## src/ksu_pkg.sv

```systemverilog
// Shared constants and types for the Kronecker symbol unit.
package ksu_pkg;

  localparam int WIDTH = 64;
  localparam int CNT_W = $clog2(WIDTH);

  localparam logic [1:0] SYM_ZERO = 2'b00;
  localparam logic [1:0] SYM_ONE  = 2'b01;
  localparam logic [1:0] SYM_NEG  = 2'b11;

  typedef enum logic [2:0] {
    ST_IDLE,
    ST_CHK,
    ST_STRIPB,
    ST_LOOP,
    ST_STRIPA,
    ST_DIV,
    ST_DONE
  } state_t;

endpackage

```

## src/ksu_rem.sv

```systemverilog
// Bit-serial restoring remainder unit: one dividend bit per cycle.
module ksu_rem (
  input  logic                       clk,
  input  logic                       rst,
  input  logic                       start,
  input  logic [ksu_pkg::WIDTH-1:0]  dividend,
  input  logic [ksu_pkg::WIDTH-1:0]  divisor,
  output logic                       done,
  output logic [ksu_pkg::WIDTH-1:0]  rem
);

  logic                        busy;
  logic [ksu_pkg::CNT_W-1:0]   cnt;
  logic [ksu_pkg::WIDTH-1:0]   sh;
  logic [ksu_pkg::WIDTH-1:0]   d;
  logic [ksu_pkg::WIDTH:0]     trial;
  logic [ksu_pkg::WIDTH:0]     diff;

  assign trial = {rem, sh[ksu_pkg::WIDTH-1]};
  assign diff  = trial - {1'b0, d};

  always_ff @(posedge clk) begin
    if (rst) begin
      busy <= 1'b0;
      done <= 1'b0;
      cnt  <= '0;
    end else begin
      done <= 1'b0;
      if (start) begin
        busy <= 1'b1;
        cnt  <= '0;
      end else if (busy) begin
        cnt <= cnt + 1'b1;
        if (cnt == ksu_pkg::CNT_W'(ksu_pkg::WIDTH - 1)) begin
          busy <= 1'b0;
          done <= 1'b1;
        end
      end
    end
  end

  always_ff @(posedge clk) begin
    if (start) begin
      rem <= '0;
      sh  <= dividend;
      d   <= divisor;
    end else if (busy) begin
      sh <= {sh[ksu_pkg::WIDTH-2:0], 1'b0};
      if (!diff[ksu_pkg::WIDTH]) begin
        rem <= diff[ksu_pkg::WIDTH-1:0];
      end else begin
        rem <= trial[ksu_pkg::WIDTH-1:0];
      end
    end
  end

endmodule

```

## src/kronecker_symbol_unit_core.sv

```systemverilog
// Kronecker symbol unit top level: sequencer, operand registers, remainder unit, output register.
// Usage:
//   Input channel: in_valid/in_stall with operand_a, operand_b (signed WIDTH bits).
//   Output channel: out_valid/out_stall with symbol_value (-1 as 2'b11, 0, 1).
//   One item is worked at a time; in_stall is high from acceptance until the
//   result has been placed in the output register.
//   Zero b or both-even operands go straight to the result; otherwise b is
//   stripped of factors of two, then each Euclid step strips a and runs the
//   bit-serial remainder unit, which dominates the time of a step.
//   The output register holds a result until taken; a new item may be accepted
//   while it waits, and its result waits in the sequencer until the register
//   frees.
//   Reset (rst, synchronous) empties the output register and returns to idle.
module kronecker_symbol_unit_core (
  input  logic                              clk,
  input  logic                              rst,
  input  logic                              in_valid,
  output logic                              in_stall,
  input  logic signed [ksu_pkg::WIDTH-1:0]  operand_a,
  input  logic signed [ksu_pkg::WIDTH-1:0]  operand_b,
  output logic                              out_valid,
  input  logic                              out_stall,
  output logic signed [1:0]                 symbol_value
);

  ksu_pkg::state_t            state, state_next;
  logic [ksu_pkg::WIDTH-1:0]  am, bm, rem;
  logic                       aneg, ks, par;
  logic [1:0]                 res;
  logic                       div_start;
  logic                       div_done;
  logic                       out_free;
  logic                       flip;
  logic                       ldres;

  assign in_stall  = (state != ksu_pkg::ST_IDLE);
  assign out_free  = !out_valid || !out_stall;

  ksu_rem u_rem (
    .clk      (clk),
    .rst      (rst),
    .start    (div_start),
    .dividend (bm),
    .divisor  (am),
    .done     (div_done),
    .rem      (rem)
  );

  always_comb begin
    state_next = state;
    div_start  = 1'b0;
    ldres      = 1'b0;
    flip       = (par && (bm[2:0] == 3'd3 || bm[2:0] == 3'd5))
               ^ ((aneg ? ~am[1] : am[1]) & bm[1]);
    case (state)
      ksu_pkg::ST_IDLE:   if (in_valid) state_next = ksu_pkg::ST_CHK;
      ksu_pkg::ST_CHK: begin
        if (bm == '0 || (!am[0] && !bm[0])) state_next = ksu_pkg::ST_DONE;
        else state_next = ksu_pkg::ST_STRIPB;
      end
      ksu_pkg::ST_STRIPB: if (bm[0]) state_next = ksu_pkg::ST_LOOP;
      ksu_pkg::ST_LOOP: begin
        if (am == '0) state_next = ksu_pkg::ST_DONE;
        else state_next = ksu_pkg::ST_STRIPA;
      end
      ksu_pkg::ST_STRIPA: begin
        if (am[0]) begin
          div_start  = 1'b1;
          state_next = ksu_pkg::ST_DIV;
        end
      end
      ksu_pkg::ST_DIV:    if (div_done) state_next = ksu_pkg::ST_LOOP;
      ksu_pkg::ST_DONE: begin
        if (out_free) begin
          ldres      = 1'b1;
          state_next = ksu_pkg::ST_IDLE;
        end
      end
      default:            state_next = ksu_pkg::ST_IDLE;
    endcase
  end

  always_ff @(posedge clk) begin
    if (rst) state <= ksu_pkg::ST_IDLE;
    else     state <= state_next;
  end

  always_ff @(posedge clk) begin
    case (state)
      ksu_pkg::ST_IDLE: begin
        aneg <= operand_a[ksu_pkg::WIDTH-1];
        am   <= operand_a[ksu_pkg::WIDTH-1] ? ('0 - operand_a) : operand_a;
        ks   <= operand_a[ksu_pkg::WIDTH-1] & operand_b[ksu_pkg::WIDTH-1];
        bm   <= operand_b[ksu_pkg::WIDTH-1] ? ('0 - operand_b) : operand_b;
        par  <= 1'b0;
      end
      ksu_pkg::ST_CHK: begin
        if (bm == '0) res <= (am == ksu_pkg::WIDTH'(1)) ? ksu_pkg::SYM_ONE : ksu_pkg::SYM_ZERO;
        else          res <= ksu_pkg::SYM_ZERO;
      end
      ksu_pkg::ST_STRIPB: begin
        if (!bm[0]) begin
          bm  <= bm >> 1;
          par <= ~par;
        end else if (par && (am[2:0] == 3'd3 || am[2:0] == 3'd5)) begin
          ks <= ~ks;
        end
      end
      ksu_pkg::ST_LOOP: begin
        par <= 1'b0;
        if (bm == ksu_pkg::WIDTH'(1)) res <= ks ? ksu_pkg::SYM_NEG : ksu_pkg::SYM_ONE;
        else                          res <= ksu_pkg::SYM_ZERO;
      end
      ksu_pkg::ST_STRIPA: begin
        if (!am[0]) begin
          am  <= am >> 1;
          par <= ~par;
        end else begin
          ks   <= ks ^ flip;
          aneg <= 1'b0;
        end
      end
      ksu_pkg::ST_DIV: begin
        if (div_done) begin
          bm <= am;
          am <= rem;
        end
      end
      default: ;
    endcase
  end

  always_ff @(posedge clk) begin
    if (rst) begin
      out_valid <= 1'b0;
    end else if (ldres) begin
      out_valid <= 1'b1;
    end else if (!out_stall) begin
      out_valid <= 1'b0;
    end
  end

  always_ff @(posedge clk) begin
    if (ldres) symbol_value <= res;
  end

  a_loop_b_odd: assert property (@(posedge clk) disable iff (rst)
    state == ksu_pkg::ST_LOOP |-> bm[0])
    else $error("b even in loop");

  a_stripa_nonzero: assert property (@(posedge clk) disable iff (rst)
    state == ksu_pkg::ST_STRIPA |-> am != '0)
    else $error("stripping zero a");

  a_code_valid: assert property (@(posedge clk) disable iff (rst)
    out_valid |-> symbol_value != 2'sb10)
    else $error("bad symbol code");

  a_div_start: assert property (@(posedge clk) disable iff (rst)
    div_start |=> state == ksu_pkg::ST_DIV)
    else $error("remainder start outside divide");

endmodule

```

## config.mk

```make
export PLATFORM = sky130hd
export DESIGN_NAME = kronecker_symbol_unit_core
export DESIGN_NICKNAME = d
export VERILOG_FILES = /design/src/ksu_pkg.sv /design/src/ksu_rem.sv /design/src/kronecker_symbol_unit_core.sv
export SDC_FILE = /design/constraint.sdc
export NUM_CORES = 1
export LEC_CHECK = 0
export BUFFER_PORTS_ARGS = -buffer_cell sky130_fd_sc_hd__buf_4
export CAP_MARGIN = 20
export CORE_MARGIN = 5
export CORE_UTILIZATION = 35
export CTS_CLUSTER_SIZE = 30
export DETAILED_ROUTE_END_ITERATION = 8
export HOLD_SLACK_MARGIN = 0.03
export MAX_ROUTING_LAYER = met4
export PLACE_DENSITY_LB_ADDON = 0.2
export SETUP_SLACK_MARGIN = 0.4
export SLEW_MARGIN = 20
export SYNTH_ARGS = -nofsm -noshare
export SYNTH_HDL_FRONTEND = slang
export SYNTH_SLANG_ARGS = --single-unit
```

## constraint.sdc

```tcl
create_clock -name clk -period 6.63 [get_ports clk]
set_input_delay 0.663 -clock clk [delete_from_list [all_inputs] [get_ports clk]]
set_output_delay 0.663 -clock clk [all_outputs]
set_load 0.01 [all_outputs]
```

==> After elaboration in Yosys (flattened, before gate mapping) <==
Index checks and enable logic that the tools add are counted.
{ "word_totals": {"regBits": 339, "inputBits": 132, "output_inout_bits": 4} }
{ "classes": {"addsub": 4, "n_eq_ne": 22, "n_mux": 44, "bitwise": 8, "n_reduce_logical": 33} }
{ "op_table": {"columns": ["operator", "n"], "rows": [
  ["$mux 64", 9],
  ["$pmux 64 s3", 2],
  ["$eq 64x1->1 const B", 2],
  ["$logic_not 64->1", 2],
  ["$sub 1x64->64 const A", 2],
  ["$sub 65x64->65", 1],
  ["$pmux 3 s7", 1],
  ["$mux 1", 19],
  ["$mux 3", 6],
  ["$eq 3x3->1 const B", 5],
  ["$reduce_bool 3->1", 5],
  ["$ne 2x2->1 const B", 7],
  ["$eq 3x2->1 const B", 4],
  ["$reduce_and 3->1", 3],
  ["$add 6x1->6 const B", 1],
  ["$eq 6x6->1 const B", 1],
  ["$mux 2", 3],
  ["$pmux 1 s3", 2],
  ["$reduce_and 2->1", 3],
  ["$reduce_bool 2->1", 3],
  ["$reduce_and 5->1", 1],
  ["$logic_not 1->1", 4],
  ["$logic_or 1x1->1", 4],
  ["$ne 2x1->1 const B", 2],
  ["11 further kinds", 19]
]} }

==> Depth between registers and ports, before layout <==
Gate-level depths: netlist (run 1).
{ "logic_depth": {"depth_word": 7, "depth_mapped": 15, "ltp_nobuf": 13} }

==> By module <==
Synthesis (run 1) repeated with hierarchy kept, for this count alone.
{ "hier_totals": {"hier_cells": 2277, "area_unflattened_um2": 21835.9} }
{ "by_module_without_submodules": {"columns": ["mod", "n_inst", "cells_per_inst", "area_per_inst_um2", "seq_area_each_um2"], "rows": [
  ["ksu_rem", 1, 1222, 11940.2, 5285.1],
  ["kronecker_symbol_unit_core", 1, 1055, 9895.7, 4134.0]
]} }

==> Worst setup path after synthesis (run 1) <==
No wires, ideal clock.
{ "synth_timing": {"path_type": "flip-flop to flip-flop", "from": "register state[2]", "to": "register bm[10] (netlist bit) (enable)", "setup_ps": 580, "arrival_ps": 5777, "slack_ps": 273, "path_stages_with_launch": 7, "n_path_buf": 3, "period_less_slack_ps": 6357, "path_cell_list": "dfxtp_1 -> clkbuf_1 -> nor2_1 -> and2_1 -> clkbuf_1 -> clkbuf_1 -> a21boi_0"} }
{ "synth_between": {"elab_chain_cells": 3, "elab_cells_between_ends": 7, "cone_classes": "eq/ne (4); reduce/logical (3)"} }
{ "synth_lines": {"columns": ["element", "line_no", "rtl"], "rows": [
  ["start, declared", "kronecker_symbol_unit_core.sv:26", "ksu_pkg::state_t state, state_next;"],
  ["start signal, assigned", "kronecker_symbol_unit_core.sv:84", "if (rst) state <= ksu_pkg::ST_IDLE;"],
  ["start signal, assigned", "kronecker_symbol_unit_core.sv:85", "else state <= state_next;"],
  ["$eq 3x2->1 (tied with other cells)", "kronecker_symbol_unit_core.sv:89", "case (state)"],
  ["$ne 2x2->1 (no source line) (tied with other cells)", null, null],
  ["$reduce_and 3->1 (no source line) (*)", null, null],
  ["end signal, assigned", "kronecker_symbol_unit_core.sv:94", "bm <= operand_b[ksu_pkg::WIDTH-1] ? ('0 - operand_b) : operand_b;"],
  ["end signal, assigned", "kronecker_symbol_unit_core.sv:103", "bm <= bm >> 1;"],
  ["end signal, assigned", "kronecker_symbol_unit_core.sv:125", "bm <= am;"],
  ["end, declared", "kronecker_symbol_unit_core.sv:27", "logic [ksu_pkg::WIDTH-1:0] am, bm, rem;"]
]} }
Every way passes the cells marked *; elsewhere a longest branch is shown, timed or not.
A chain may end at the register's enable or synchronous reset.

==> Final worst setup path (run 1) <==
{ "layout_timing": {"from": "input port operand_a[4] (netlist bit)", "to": "register am[60] (netlist bit), data pin"} }
{ "layout_between": {"elab_chain_cells": 3} }
{ "layout_lines": {"columns": ["element", "line_no", "rtl"], "rows": [
  ["start, declared", "kronecker_symbol_unit_core.sv:19", "input logic signed [ksu_pkg::WIDTH-1:0] operand_a,"],
  ["$sub 1x64->64", "kronecker_symbol_unit_core.sv:92", "am <= operand_a[ksu_pkg::WIDTH-1] ? ('0 - operand_a) : operand_a;"],
  ["$mux 64", "kronecker_symbol_unit_core.sv:92", null],
  ["$pmux 64 s3", "kronecker_symbol_unit_core.sv:89", null],
  ["end signal, assigned", "kronecker_symbol_unit_core.sv:92", null],
  ["end signal, assigned", "kronecker_symbol_unit_core.sv:116", "am <= am >> 1;"],
  ["end signal, assigned", "kronecker_symbol_unit_core.sv:126", "am <= rem;"],
  ["end, declared", "kronecker_symbol_unit_core.sv:27", null]
]} }
No other way between the ends.

==> results of run 1 <==
==> report_power, final <==
part	internal, uW	switching (uW)	total [uW]
clock network	1280	933	2210
logic	1640	2850	4490
registers	3370	1060	4430
total	6280	4850	11100
==> final timing paths <==
kind           startpoint              end  slack, ns  cells after the start
max          operand_a[4]           am[60]       1.99                     11
min                   rst         state[0]       0.31                      2
max reg2reg    u_rem.d[0]    u_rem.rem[26]       2.14                     13
min reg2reg        res[1]  symbol_value[1]       0.42                      0
==> cells in the final DEF, fill, tap and decap left out, types with 9 or more instances in the layout <==
cell type,netlist,final
or3_1,29,29
edfxtp_1,263,263
nand3b_1,10,10
clkbuf_1,126,11
clkbuf_16,0,41
a22oi_1,58,58
o41ai_1,19,19
nand4_1,39,39
a21oi_1,201,201
mux2i_1,52,52
nor2_1,108,105
a31oi_1,11,11
clkinv_1,0,9
and3_1,26,26
nand3_1,27,27
nor3_1,32,32
a211oi_1,18,18
nand2b_1,12,11
xor2_1,143,143
o31ai_1,47,47
o21ai_0,209,209
a21o_1,24,24
a221oi_1,55,55
dfxtp_1,76,74
inv_1,91,89
buf_4,0,151
or4_1,12,12
nand2_1,328,327
o21bai_1,16,16
nor4_1,44,44
xnor2_1,47,46
ha_1,67,67
==> cell families after synthesis <==
family                     Yosys count  share of synthesized area [%]
DFF                                339                           44.6
xor gates and xnor gates           190                           7.88
buffers and inverters              225                           4.00
muxes                               53                           2.52
and+or+nand+nor                    704                           15.8
AOI/OAI and AO/OA                  713                           21.1
adders and majority gates           68                           4.06
==> Yosys cell counts, drive strengths merged (12+ instances only) <==
library cell / count
a211oi: 18
a21o: 24
a21oi: 201
a221oi: 55
a22oi: 58
and3: 26
clkbuf: 126
dfxtp: 76
edfxtp: 263
ha: 67
inv: 91
mux2i: 52
nand2: 328
nand2b: 12
nand3: 27
nand4: 39
nor2: 108
nor3: 32
nor4: 44
o21ai: 213
o21bai: 16
o31ai: 47
o41ai: 20
or3: 31
or4: 20
xnor2: 47
xor2: 143
==> registers in the layout, indices dropped and copies added, names as in the netlist <==
signal,flops
bm,64
aneg,1
par,1
out_valid,1
am,64
u_rem.done,1
res,2
symbol_value,2
ks,1
u_rem.rem,64
u_rem.busy,1
u_rem.sh,64
state,3
u_rem.d,64
u_rem.cnt,6
==> critical path, delay by kind of cell <==
kind                   cells  cell delay, ns
buffers and inverters      1            0.12
AND/OR/NAND/NOR            7            3.63
AO/OA/AOI/OAI              2            0.33
XOR/XNOR                   1            0.17
==> stage by stage <==
stage / hold WS [ns] / util, %
6_report: 0.306 / 40.1
5_1_grt: 0.293 / 40.1
4_1_cts: 0.268 / 40.1
3_5_place_dp: 0.405 / 38.0
3_3_place_gp: 0.411 / 38.0
2_1_floorplan: 0.400 / -
==> cell type report <==
| cell class | count | area (sq um) |
|---|---|---|
| Fill cell | 5995 | 35900 |
| Multi-Input combinational cell | 1728 | 10900 |
| Sequential cell | 339 | 9420 |
| Timing Repair Buffer | 152 | 1140 |
| Clock buffer | 54 | 1090 |
| Tap cell | 782 | 978 |
| Inverter | 91 | 344 |
| Clock inverter | 20 | 179 |
| Antenna cell | 1 | 2.50 |
==> per-layer routing <==
metal	global-route usage (%)	vias up	wire (um)
li1	-	8661	-
met1	29.9	9048	32100
met2	33.0	592	32300
met3	3.51	100	4840
met4	5.37	0	1840
met5	-	-	0
==> results.sh, run 1 <==
export IMPL_synth_cells=2292
export IMPL_yosys_area_top_type="edfxtp_1"
export IMPL_htreeDepth=2
export IMPL_cp_required_ns=6.91
export IMPL_pre_cts_slack_ns=1.37
export IMPL_grt_pass1_wl_mm=109
export IMPL_slew_headroom_pct=34.5
export IMPL_finalCriticalPeriod_ns=4.64
export IMPL_tns_ns=0
export IMPL_yosysSeqAreaShare_pct=44.6
export IMPL_cts_resized=0
export IMPL_syn_num_nets=2492
export IMPL_ir_drop_uv=244
export IMPL_drt_iter0_drc=1782
export IMPL_core_sq_um=60000
export IMPL_syn_to_final_growth_pct=14.0
export IMPL_setup_violations=0
export IMPL_cts_buffers=40
export IMPL_syn_cell_area_sq_um=21100
export IMPL_routed_wirelength_mm=71.1
export IMPL_path_class="in2reg"
export IMPL_vias=18400
export IMPL_overflow=0
export IMPL_finalHoldViolations=0
export IMPL_synth_edff_count=263
export IMPL_routabilityCongestion=0.924
export IMPL_rows=90
export IMPL_fp_dieH_um=256
export IMPL_start_kind="input pin"
export IMPL_cts_hold_fix_buffers=0
export IMPL_synthArstFlopShare_pct=0
export IMPL_cts_tree="done"
export IMPL_place_inst=3092
export IMPL_antenna_found_initial=1
export IMPL_clk_pin_slew_ns=0.06
export IMPL_initial_core_util_pct=35.2
export IMPL_maxCapViolations=0
export IMPL_worstPathCellList="buf_4, nor4_1, nand4b_1, nand4b_1, or4_4, or4_1, or4_4, or3_1, o31ai_1, xor2_1, a21oi_1"
export IMPL_cpPeakStageDelay_ns=0.76
export IMPL_portBuffers=135
export IMPL_viasPerCell=5.81
export IMPL_finalPower_uw=11100
export IMPL_stdcell_area_sq_um=24100
export IMPL_fin_skew_ns=0.0282
export IMPL_status="complete, no violations"
export IMPL_ant_nets=0
export IMPL_die_x_um=256
export IMPL_end_kind="flop"
export IMPL_placed_area_sq_um=22800
export IMPL_die_area_sq_um=65300
export IMPL_final_max_slew_viol_count=0
export IMPL_clkLatencyLatePin_ns=0.57
export IMPL_nNetsFinal=2552
export IMPL_min_path_type="in2reg"
export IMPL_rsz0062_at_grt="no"
export IMPL_clock_sinks=339
export IMPL_ys_top_cells_by_area="edfxtp_1 37%, dfxtp_1 7.2%, xor2_1 5.9%"
export IMPL_track_usage_pct=21.5
export IMPL_p_leak_uw=0.00918
export IMPL_first_pass_iters=7
export IMPL_cts_setup_buffers=0
export IMPL_synth_seq_cells=339
export IMPL_power_density_nw_per_um2=462
export IMPL_syn_avg_cell_area_sq_um=9.21
export IMPL_cts_root_buf="clkbuf_16"
export IMPL_tightest_slew_ns=0.982
export IMPL_grt_max_degree=97
export IMPL_drc=0
export IMPL_post_route_period_util_pct=70.0
export IMPL_wl_per_cell_um=22.5
export IMPL_clock_fmax_ghz=0.215
export IMPL_cts_max_path_buffers=3
export IMPL_cp_data_arrival_time_ns=4.93
export IMPL_grt_pass1_vias=17900
export IMPL_ys_warn_count=0
export IMPL_cp_slowest_cell="or4_4"
export IMPL_drive_gt1_share_pct=10.3
export IMPL_synth_cell_types=67
export IMPL_fin_cells=3167
export IMPL_dpl_hpwl_mm=51.4
export IMPL_yosysTopAreaCellShare_pct=37.4
export IMPL_worstPathMaxFanout=7
export IMPL_ys_flop_type="edfxtp_1"
export IMPL_setup_ws_ns=1.99
export IMPL_ioPinCount=136
No activity file was read; power rests on OpenSTA's default activity.
==> run 2, diff against run 1 <==
--- a/config.mk
+++ b/config.mk
@@ -5,6 +5,7 @@
 export SDC_FILE = /design/constraint.sdc
 export NUM_CORES = 1
 export LEC_CHECK = 0
+export ABC_AREA = 1
 export BUFFER_PORTS_ARGS = -buffer_cell sky130_fd_sc_hd__buf_4
 export CAP_MARGIN = 20
 export CORE_MARGIN = 5
==> constraint.sdc (replaced) <==
create_clock -name clk -period 4.05 [get_ports clk]
set_input_delay 0.405 -clock clk [delete_from_list [all_inputs] [get_ports clk]]
set_output_delay 0.405 -clock clk [all_outputs]
set_load 0.01 [all_outputs]
==> results.sh, run 2 <==
export IMPL_slew_headroom_pct=36.9
export IMPL_rows=98
export IMPL_cpPeakStageDelay_ns=0.42
export IMPL_ys_flop_type="edfxtp_1"
export IMPL_routabilityCongestion=0.984
export IMPL_cts_tree="done"
export IMPL_core_sq_um=71700
export IMPL_syn_avg_cell_area_sq_um=6.65
export IMPL_p_leak_uw=0.0140
export IMPL_track_usage_pct=23.1
export IMPL_overflow=0
export IMPL_rr_worst_depth=20
export IMPL_whs_path_depth=2
export IMPL_cts_max_path_buffers=3
export IMPL_clkLatencyLatePin_ns=0.54
export IMPL_syn_num_nets=4017
export IMPL_yosysSeqAreaShare_pct=37.1
export IMPL_post_route_period_util_pct=76.6
export IMPL_setup_violations=0
export IMPL_maxCapViolations=0
export IMPL_synth_seq_cells=339
export IMPL_clock_sinks=339
export IMPL_vias=24200
export IMPL_synthArstFlopShare_pct=0
export IMPL_busiest_layer="met2"
export IMPL_pwr_share_clk_pct=25.3
export IMPL_grt_met3_usage_pct=2.48
export IMPL_critPathTopFamily="simple AND/OR/NAND/NOR gates"
export IMPL_whs_ns=0.0740
export IMPL_combPwrFrac_pct=30.1
export IMPL_end_kind="flop"
export IMPL_die_area_sq_um=78000
export IMPL_drive_gt1_share_pct=7.15
export IMPL_ant_nets=0
export IMPL_cts_buffers=39
export IMPL_ioPinCount=136
export IMPL_drt_iter0_drc=1941
export IMPL_ys_warn_count=0
export IMPL_drc=0
export IMPL_path_class="reg2reg"
export IMPL_finalPower_uw=14400
export IMPL_syn_cell_area_sq_um=25400
export IMPL_ys_top_cells_by_area="edfxtp_1 31%, nand2_1 19%, inv_1 11%"
export IMPL_finalCriticalPeriod_ns=3.10
export IMPL_min_path_type="in2reg"
export IMPL_wl_per_cell_um=18.4
export IMPL_cts_hold_fix_buffers=0
export IMPL_synth_edff_count=263
export IMPL_grtUsageMet1_pct=31.4
export IMPL_fin_skew_ns=0.0172
export IMPL_crit_top_cell="nand2_2"
export IMPL_worstPathMaxFanout=52
export IMPL_grt_max_degree=120
export IMPL_swShare_pct=38.2
export IMPL_die_x_um=279
export IMPL_initial_core_util_pct=35.4
export IMPL_cts_setup_buffers=0
export IMPL_power_density_nw_per_um2=501
export IMPL_status="complete, no violations"
export IMPL_htreeDepth=2
export IMPL_cp_required_ns=4.48
export IMPL_grt_pass1_vias=23200
export IMPL_first_pass_iters=6
export IMPL_yosysTopAreaCellShare_pct=31.1
export IMPL_layout_commonest_cell="nand2_1"
export IMPL_use_met2_pct=35.9
export IMPL_portBuffers=135
export IMPL_yosys_area_top_type="edfxtp_1"
export IMPL_cts_root_buf="clkbuf_16"
export IMPL_worstPathCellList="inv_1, ha_1, fa_1, inv_1, nand3_1, nand2_2, nand2_2, nand2_4, nand2_2, nand2_2, nand2_1, nand2_2, nand2_2, nand2_2, nand2_1, nand2_4, buf_12, nand2_1, nand3_1, nand2_1"
export IMPL_crit_cells=20
export IMPL_clk_pin_slew_ns=0.06
export IMPL_layout_common_cells="1292 x nand2_1, 722 x inv_1, 316 x nor2_1"
export IMPL_ir_drop_uv=413
export IMPL_finalHoldViolations=0
export IMPL_antenna_found_initial=9
export IMPL_pre_cts_slack_ns=0.815
export IMPL_yosysMostFrequentCell="nand2_1"
export IMPL_viasPerCell=4.94
export IMPL_cp_slowest_cell="fa_1"
export IMPL_synth_cell_types=48
export IMPL_tns_ns=0
export IMPL_rsz0062_at_grt="no"
export IMPL_start_kind="flop"
export IMPL_nNetsFinal=4119
export IMPL_grt_pass1_wl_mm=137
export IMPL_pwr_share_seq_pct=44.6
export IMPL_final_max_slew_viol_count=0
export IMPL_cts_resized=0
export IMPL_cp_buffers_inverters=3
export IMPL_synth_cells=3817
export IMPL_ys_top_cells_by_count="1293 x nand2_1, 726 x inv_1, 320 x nor2_1"
export IMPL_cp_data_arrival_time_ns=3.54
export IMPL_internal_power_uw=8900
export IMPL_syn_to_final_growth_pct=13.4
export IMPL_p_switching_uw=5510
export IMPL_dpl_hpwl_mm=73.3
export IMPL_clock_fmax_ghz=0.322
export IMPL_tightest_slew_ns=0.937
export IMPL_fp_dieH_um=279
export IMPL_setup_ws_ns=0.949
export IMPL_routed_wirelength_mm=90.1
-- run 2: cell types whose count changed in the layout (fill, tap and decap cells not counted), moves of 37 or more --
cell      before   now
nand2_1      327  1292
inv_1         89   722
nor2_1       105   316
nand3_1       27   227
a21oi_1      201    95
xor2_1       143    64
mux2i_1       52     0
a221oi_1      55     8
o31ai_1       47     2
o21ai_0      209   172
-- run 2: worst paths after layout --
kind	startpoint	endpoint	slack (ns)
hold reg to reg	res[0]	symbol_value[0]	0.41
setup / recovery	u_rem.sh[63]	u_rem.rem[21]	0.95
hold / removal	rst	state[0]	0.07
setup reg to reg	u_rem.sh[63]	u_rem.rem[21]	0.95
-- run 2: power groups by stage --
stage,registers (uW),clock network [uW],logic (uW)
after global routing,6550,3860,4870
after detailed placement,6470,0,4330
after CTS,6400,3730,4350
after global placement,6440,0,4340
after floorplan,6050,0,2890
final,6420,3650,4340
-- run 2: cells by family (layout without fill, tap and decap cells) --
group                    after synthesis  count (layout)  synth area share, %
flip-flops                           339             339                 37.1
XOR/XNOR                              96              96                 3.31
other                                  0               9                    0
adder cells (fa/ha/maj)               68              68                 3.38
buffers and inverters                842             971                 12.7
AO/OA/AOI/OAI                        433             433                 10.2
AND/OR/NAND/NOR                     2039            2039                 33.3
-- run 2: metal layers --
layer / up-vias / routed length, um
li1: 12400 / -
met1: 10900 / 41700
met2: 746 / 39600
met3: 163 / 4950
met4: 0 / 3860
met5: - / 0
-- run 2: area by class of cell --
| class | instances | area, sq um |
|---|---|---|
| Inverter | 745 | 2800 |
| Tap cell | 950 | 1190 |
| Antenna cell | 9 | 22.5 |
| Clock buffer | 45 | 1020 |
| Sequential cell | 339 | 9420 |
| Clock inverter | 23 | 278 |
| Timing Repair Buffer | 158 | 1270 |
| Multi-Input combinational cell | 2636 | 12800 |
| Fill cell | 7804 | 43000 |
-- run 2: metrics by stage --
stage | cells | instance area (sq um) | utilization (%)
global placement | 4828 | 27500 | 38.3
finish | 4905 | 28800 | 40.1
CTS | 4896 | 28800 | 40.1
detailed placement | 4828 | 27500 | 38.3
floorplan | 3817 | 25400 | -
global route | 4905 | 28800 | 40.1
